### config.mk
export PLATFORM = sky130hd
export DESIGN_NAME = gost_round_cell
export DESIGN_NICKNAME = d
export VERILOG_FILES = /design/src/sv/gost_feistel_block_cipher_unit_macros.svh /design/src/sv/gost_pkg.sv /design/src/sv/gost_round_cell.sv
export SDC_FILE = /design/constraint.sdc
export NUM_CORES = 1
export LEC_CHECK = 0
export BUFFER_PORTS_ARGS = -buffer_cell sky130_fd_sc_hd__buf_4
export CORE_AREA = 2 2 152 154
export DETAILED_ROUTE_END_ITERATION = 10
export DIE_AREA = 0 0 154 156
export GPL_TIMING_DRIVEN = 0
export RECOVER_POWER = 25
export SYNTH_ARGS = -nofsm -noshare
export SYNTH_HDL_FRONTEND = slang
export SYNTH_SLANG_ARGS = --single-unit
### constraint.sdc
create_clock -name aclk -period 13.1 [get_ports aclk]
set_input_delay 3.93 -clock aclk [delete_from_list [all_inputs] [get_ports aclk]]
set_output_delay 3.93 -clock aclk [all_outputs]
set_load 0.005 [all_outputs]
### src/sv/gost_feistel_block_cipher_unit_macros.svh
// assertion helpers used by the cipher top level
`ifndef GOST_FEISTEL_BLOCK_CIPHER_UNIT_MACROS_SVH
`define GOST_FEISTEL_BLOCK_CIPHER_UNIT_MACROS_SVH

// checked only while out of reset
`define GOST_ASSERT(label, prop, msg) \
    label: assert property (@(posedge aclk) disable iff (!aresetn) prop) else $error(msg);

// checked on every edge, reset included
`define GOST_ASSERT_ALWAYS(label, prop, msg) \
    label: assert property (@(posedge aclk) prop) else $error(msg);

`endif

### src/sv/gost_pkg.sv
`default_nettype none

package gost_pkg;

    localparam int unsigned ROUND_COUNT  = 32;
    localparam int unsigned ROTATE_BITS  = 11;
    localparam int unsigned ENC_FORWARD  = 24;
    localparam int unsigned DEC_FORWARD  = 8;
    localparam int unsigned KEY_WORDS    = 8;
    localparam int unsigned WORD_W       = 32;
    localparam int unsigned BLOCK_W      = 64;
    localparam int unsigned CFG_INDEX_W  = 4;

    // operation codes
    localparam logic OP_ENCRYPT = 1'b0;
    localparam logic OP_DECRYPT = 1'b1;

    typedef logic [3:0]        nibble_t;
    typedef logic [2:0]        key_idx_t;
    typedef logic [WORD_W-1:0] word_t;
    typedef logic [KEY_WORDS-1:0][WORD_W-1:0] key_array_t;

    // data carried from one round cell to the next
    typedef struct packed {
        logic  op;
        word_t n1;
        word_t n2;
    } stage_t;

    // substitution rows, one row per key index
    localparam nibble_t SBOX [8][16] = '{
        '{4'hF, 4'hC, 4'h2, 4'hA, 4'h6, 4'h4, 4'h5, 4'h0,
          4'h7, 4'h9, 4'hE, 4'hD, 4'h1, 4'hB, 4'h8, 4'h3},
        '{4'hB, 4'h6, 4'h3, 4'h4, 4'hC, 4'hF, 4'hE, 4'h2,
          4'h7, 4'hD, 4'h8, 4'h0, 4'h5, 4'hA, 4'h9, 4'h1},
        '{4'h1, 4'hC, 4'hB, 4'h0, 4'hF, 4'hE, 4'h6, 4'h5,
          4'hA, 4'hD, 4'h4, 4'h8, 4'h9, 4'h3, 4'h7, 4'h2},
        '{4'h1, 4'h5, 4'hE, 4'hC, 4'hA, 4'h7, 4'h0, 4'hD,
          4'h6, 4'h2, 4'hB, 4'h4, 4'h9, 4'h3, 4'hF, 4'h8},
        '{4'h0, 4'hC, 4'h8, 4'h9, 4'hD, 4'h2, 4'hA, 4'hB,
          4'h7, 4'h3, 4'h6, 4'h5, 4'h4, 4'hE, 4'hF, 4'h1},
        '{4'h8, 4'h0, 4'hF, 4'h3, 4'h2, 4'h5, 4'hE, 4'hB,
          4'h1, 4'hA, 4'h4, 4'h7, 4'hC, 4'h9, 4'hD, 4'h6},
        '{4'h3, 4'h0, 4'h6, 4'hF, 4'h1, 4'hE, 4'h9, 4'h2,
          4'hD, 4'h8, 4'hC, 4'h4, 4'hB, 4'hA, 4'h5, 4'h7},
        '{4'h1, 4'hA, 4'h6, 4'h8, 4'hF, 4'hB, 4'h0, 4'h4,
          4'hC, 4'h3, 4'h5, 4'h9, 4'h7, 4'hD, 4'h2, 4'hE}
    };

    // all eight nibbles through the same row
    function automatic word_t sub_word(input key_idx_t row, input word_t v);
        word_t r;
        r = '0;
        for (int n = 0; n < 8; n++) begin
            r[4*n +: 4] = SBOX[row][v[4*n +: 4]];
        end
        return r;
    endfunction

endpackage

`default_nettype wire

### src/sv/gost_round_cell.sv
`default_nettype none

module gost_round_cell #(
    parameter int unsigned STAGE = 0
) (
    input  wire                  aclk,
    input  wire                  aresetn,
    input  wire                  advance,
    input  wire gost_pkg::key_array_t key_words,
    input  wire                  in_valid,
    input  wire gost_pkg::stage_t in_data,
    output logic                 out_valid,
    output gost_pkg::stage_t     out_data
);
    import gost_pkg::*;

    // key index used by this round for each direction
    localparam key_idx_t FWD_IDX = key_idx_t'(STAGE % KEY_WORDS);
    localparam key_idx_t REV_IDX = key_idx_t'((KEY_WORDS - 1) - (STAGE % KEY_WORDS));
    localparam key_idx_t ENC_IDX = (STAGE < ENC_FORWARD) ? FWD_IDX : REV_IDX;
    localparam key_idx_t DEC_IDX = (STAGE < DEC_FORWARD) ? FWD_IDX : REV_IDX;

    key_idx_t key_sel;
    word_t    sum;
    word_t    subst;
    word_t    f_out;
    logic     valid_reg;
    logic     valid_next;
    stage_t   data_reg;
    stage_t   data_next;

    // round function: add key, substitute, rotate
    always_comb begin
        key_sel = (in_data.op == OP_DECRYPT) ? DEC_IDX : ENC_IDX;
        sum     = in_data.n1 + key_words[key_sel];
        subst   = sub_word(key_sel, sum);
        f_out   = (subst << ROTATE_BITS) | (subst >> (WORD_W - ROTATE_BITS));
    end

    // feistel swap
    always_comb begin
        data_next.op = in_data.op;
        data_next.n1 = f_out ^ in_data.n2;
        data_next.n2 = in_data.n1;
        valid_next   = in_valid;
    end

    always_ff @(posedge aclk) begin
        if (!aresetn) begin
            valid_reg <= 1'b0;
        end else if (advance) begin
            valid_reg <= valid_next;
        end
    end

    // payload needs no reset
    always_ff @(posedge aclk) begin
        if (advance) begin
            data_reg <= data_next;
        end
    end

    assign out_valid = valid_reg;
    assign out_data  = data_reg;

endmodule

`default_nettype wire

Word level (Yosys, flattened, before mapping)
Memories as Yosys holds them, arrays and structs flattened.
Cells that the tools add are included.
{"block": "op_classes", "add_sub_neg": 1, "order_cmp": 8, "bitwise": 10, "mux": 16}
{"operator": "$mux 4", "n": 16}
{"operator": "$ge 5x5->1 const B", "n": 8}
{"operator": "$not 4->5", "n": 8}
{"operator": "$add 32x32->32", "n": 1}
{"operator": "$or 32x11->32", "n": 1}
{"operator": "$xor 32x32->32", "n": 1}
{"block": "totals", "out_inout_bits": 66, "elab_cells": 47, "memories": 8, "rom_bits": 512, "regBits": 66}
{"name": "(no name shown)", "depth": 16, "width": 4, "read_ports": 1, "rd_ports_with_merged_regs": 0, "wr": 0, "line": "gost_pkg.sv:55", "source": "r[4*n +: 4] = SBOX[row][v[4*n +: 4]];"}
{"name": "(no name shown)", "depth": 16, "width": 4, "read_ports": 1, "rd_ports_with_merged_regs": 0, "wr": 0, "line": "gost_pkg.sv:55"}
{"name": "(no name shown)", "depth": 16, "width": 4, "read_ports": 1, "rd_ports_with_merged_regs": 0, "wr": 0, "line": "gost_pkg.sv:55"}
{"name": "(no name shown)", "depth": 16, "width": 4, "read_ports": 1, "rd_ports_with_merged_regs": 0, "wr": 0, "line": "gost_pkg.sv:55"}
{"name": "(no name shown)", "depth": 16, "width": 4, "read_ports": 1, "rd_ports_with_merged_regs": 0, "wr": 0, "line": "gost_pkg.sv:55"}
{"name": "(no name shown)", "depth": 16, "width": 4, "read_ports": 1, "rd_ports_with_merged_regs": 0, "wr": 0, "line": "gost_pkg.sv:55"}
{"name": "+2 memories"}

Longest topological paths before layout
{"block": "logic_depth", "ltp_word": 7, "depth_mapped": 16, "depth_no_buf": 16}

Worst setup path before layout
Ideal clock, no wire load.
{"block": "synth_timing", "kind": "input port to flip-flop", "from": "input key_words[0] (netlist bit)", "to": "register data_reg, in the netlist out_data[42] (data pin)", "setup_time_ps": 258, "required_ps": 12842, "path_stages": 15, "arrival_ps": 6807, "setup_slack_ps": 6035, "path_cell_list": "ha_1 > inv_1 > fa_1 > nand2b_1 > a21oi_2 > o21ai_1 > a211oi_2 > nor2_1 > o311ai_0 > xor2_1 > inv_1 > ha_1 > or2_0 > a31oi_1 > xnor2_1"}
{"element": "start: declaration", "line": "gost_round_cell.sv:9", "source": "input wire gost_pkg::key_array_t key_words,"}
{"element": "end signal: assignment", "line": "gost_round_cell.sv:59", "source": "data_reg <= data_next;"}
{"element": "end: declaration", "line": "gost_round_cell.sv:29", "source": "stage_t data_reg;"}

==> impl_metrics.yaml <==
detailed_routing:
  drc: 0
  postRouteAntennaNets: 0
  wl_per_cell_um: 16.8
  routed_wirelength_um: 17000
  first_pass_iters: 4
  viasPerCell: 4.58
  routed-via-count: 4617
  drt-initial-drc-count: 218
global_route:
  grt_pass1_vias: 4436
  grt_first_pass_wirelength_um: 25000
  grt_use_total_pct: 14.0
  grt_max_degree: 67
  overflow: 0
  antenna_found_initial: 0
final_layout:
  final_nets: 1119
  synthToLayoutAreaGrowth_pct: 32.7
  fin_cells: 1009
  drive_gt1_share_pct: 23.8
  n_antenna_cell: 0
logic_synthesis:
  synth_top_family_by_area: "compound AO/OA/AOI/OAI gates"
  synth_seq_area_share_pct: 36.0
  ys_top_cells_by_area: "edfxtp_1, ha_1, xnor2_1, a21oi_1, xor2_1"
  synth_area_sq_mm: 0.00547
  synth-compound-area-share_pct: 17.4
  synthMuxAreaShare_pct: 4.48
  postSynthCellCount: 542
  synth_top_area_cell: "edfxtp_1"
  async_reset_ff_share_pct: 0
  synthAdderAreaFrac_pct: 17.3
  synth.distinct_cells: 59
  synth_fp_nets: 942
  synth-edff-count: 65
  synth-seq-cells: 66
  synth_xor_xnor_area_share_pct: 9.58
  synth_top_cell_area_share_pct: 35.7
  synth-simple-area-share_pct: 12.2
  syn_area_per_cell_sq_um: 10.1
  synthFlopType: "edfxtp_1"
  synth_warnings: 0
floorplanning:
  start_util_pct: 24.5
  io_pins: 391
  core_area_sq_mm: 0.0224
  fp-row-count: 55
  die_x_um: 154
  fp.dieH_um: 156
  dieArea_sq_mm: 0.0240
power_and_ir_drop:
  power_frac_comb_pct: 41.8
  swShare_pct: 34.5
  ir_worst_vdd_uv: 51.1
  powerDensity_mw_per_mm2: 128
  power_switching_uw: 322
  clkPwrFrac_pct: 26.4
  p_int_uw: 611
  leakage_uw: 0.00320
  p_seq_share_pct: 31.8
worst_hold_path:
  worstHoldPathType: "flip-flop to flip-flop"
  hold_start: "out_valid$_SDFFE_PN0P_"
clock_network:
  postCtsSetupRepairBufs: 0
  clk_latency_ns: 0.35
  clk_path_buf_depth: 2
  htreeDepth: 3
  cts_inserted_buffers: 9
  cts.hold.buffers_added: 0
  clk_pin_slew_ns: 0.06
  cts_tree: "done"
  ctsResizeCount: 0
  root_buffer: "clkbuf_16"
  clock-sinks: 66
setup_path:
  cp_data_arrival_time_ns: 7.65
  required_ns: 13.20
  startpoint: "in_data[32]"
  rr_startpoint: "out_valid$_SDFFE_PN0P_"
  crit_path_cell_trace: "clkbuf_1 -> ha_1 -> inv_1 -> fa_1 -> nand2b_1 -> a21oi_2 -> o21ai_1 -> a211oi_2 -> nor2_1 -> o311ai_0 -> xor2_1 -> inv_1 -> ha_1 -> or2_0 -> a31oi_1 -> xnor2_1"
  end_kind: "flip-flop"
  critical_path.top_delay_family: "compound AO/OA/AOI/OAI gates"
  cp-start-kind: "input port"
  cp_num_buf_inv: 3
  crit_slowest_cell: "o311ai_0"
  critPathMaxFanout: 7
  critPathKind: "input port to flip-flop"
  cp_slowest_stage_delay_ns: 0.46
placement:
  dpl.cell_count: 993
  routabilityCongestion: 0.832
  post-dp-hpwl_um: 13600
  portBuffers: 166
timing:
  setup_viol_count_final: 0
  finClkSkew_ns: 0
  worst_pin_slew_ns: 3.94
  timing.fmax_ghz: 0.132
  maxSlewHeadroom_pct: -162
  hold_viol_final: 0
  final.setup.tns_ns: 0
  fin_crit_ns: 7.55
  rsz0062_at_grt: "no"
  drv_slew: 67
  period_share_pct: 57.6
outcome:
  outcome: "finished, violations left"
  violations: "capacitance limit, slew limit"
flow_run:
  drv_cap: 1
[final timing paths]
path,endpoint,slack [ns],cells after the start
setup / recovery,out_data[42]$_DFFE_PP_,5.55,16
hold / removal,out_valid$_SDFFE_PN0P_,0.53,2
setup reg to reg,out_valid$_SDFFE_PN0P_,12.42,2
hold reg to reg,out_valid$_SDFFE_PN0P_,0.53,2
[cells in the final DEF, fill, tap and decap left out, drive strengths merged, types with 22 or more instances in the layout]
| master | n |
|---|---|
| ha | 74 |
| xor2 | 25 |
| o21ai | 29 |
| a21oi | 45 |
| nor2 | 29 |
| buf | 138 |
| xnor2 | 34 |
| clkbuf | 48 |
| edfxtp | 65 |
| inv | 30 |
| nor3 | 22 |
[logic make-up (layout without fill, tap and decap cells)]
logic type,Yosys count,after routing
multiplexers,24,24
AO/OA/AOI/OAI,148,148
adder cells (fa/ha/maj),75,75
AND/OR/NAND/NOR,130,130
buffers and inverters,40,222
XOR/XNOR,59,59
flip-flops,66,66
[sequential cells by signal, indices dropped and copies added (netlist names)]
| signal | flops |
|---|---|
| out_valid | 1 |
| out_data | 65 |
[synth_stat cells, types with 2 or more instances]
| cell type | instances |
|---|---|
| edfxtp_1 | 65 |
| and3_1 | 8 |
| o21bai_1 | 2 |
| a41oi_1 | 2 |
| nor3b_1 | 3 |
| o21ai_1 | 6 |
| clkbuf_1 | 4 |
| a31o_2 | 2 |
| nor2b_1 | 6 |
| a21o_1 | 19 |
| o21ai_0 | 23 |
| xor2_1 | 25 |
| o21a_1 | 5 |
| o211ai_2 | 2 |
| ha_1 | 74 |
| nand2_1 | 21 |
| mux2i_1 | 20 |
| o211ai_1 | 7 |
| buf_2 | 3 |
| nand2b_1 | 7 |
| a21oi_1 | 44 |
| a31oi_1 | 6 |
| or3_1 | 2 |
| nand3_1 | 15 |
| xnor2_1 | 33 |
| nor2_1 | 28 |
| mux2_2 | 3 |
| nand4_1 | 6 |
| nor3_1 | 21 |
| buf_4 | 2 |
| a211oi_1 | 12 |
| o22ai_1 | 2 |
| a211o_1 | 4 |
| o31ai_1 | 4 |
| inv_1 | 30 |
| and2_1 | 3 |
[metrics by stage]
step	utilization, %	area (sq um)	setup WS (ns)	total power (uW)	hold WS (ns)
6_report	32.5	7260	5.55	932	0.535
5_1_grt	32.5	7260	5.31	1000	0.573
4_1_cts	33.0	7370	5.66	952	0.540
3_5_place_dp	31.6	7080	5.27	695	0.517
3_3_place_gp	31.6	7080	5.35	689	0.511
2_1_floorplan	-	5470	6.03	539	0.507
[worst register-to-register path: cells and delay by family (launching register included)]
kind	cells	cell delay, ns
simple gates	1	0.21
flops	1	0.33
mux	1	0.07
[power groups by stage]
stage               clock [uW]  combinational [uW]  sequential (uW)
global route               264                 439              301
detailed placement           0                 397              298
finish                     247                 389              296
global placement             0                 391              298
floorplan                    0                 235              304
CTS                        257                 399              296
[per-layer routing]
metal  global-route usage (%)  share of wire (%)
met1                     18.0                 47
met5                        0                  0
met3                     7.69                 11
met2                     20.1                 41
met4                     3.87               0.98
[cell type report]
| cell class | instances | area, sq um |
|---|---|---|
| buffer | 10 | 56.3 |
| clock buffer | 10 | 229 |
| clock inverter | 6 | 67.6 |
| fill | 2324 | 15100 |
| inverter | 30 | 113 |
| multi-input combinational | 436 | 3330 |
| sequential | 66 | 1970 |
| tap | 285 | 357 |
| timing repair buffer | 166 | 1140 |
Power figures use the tool's default switching activity.
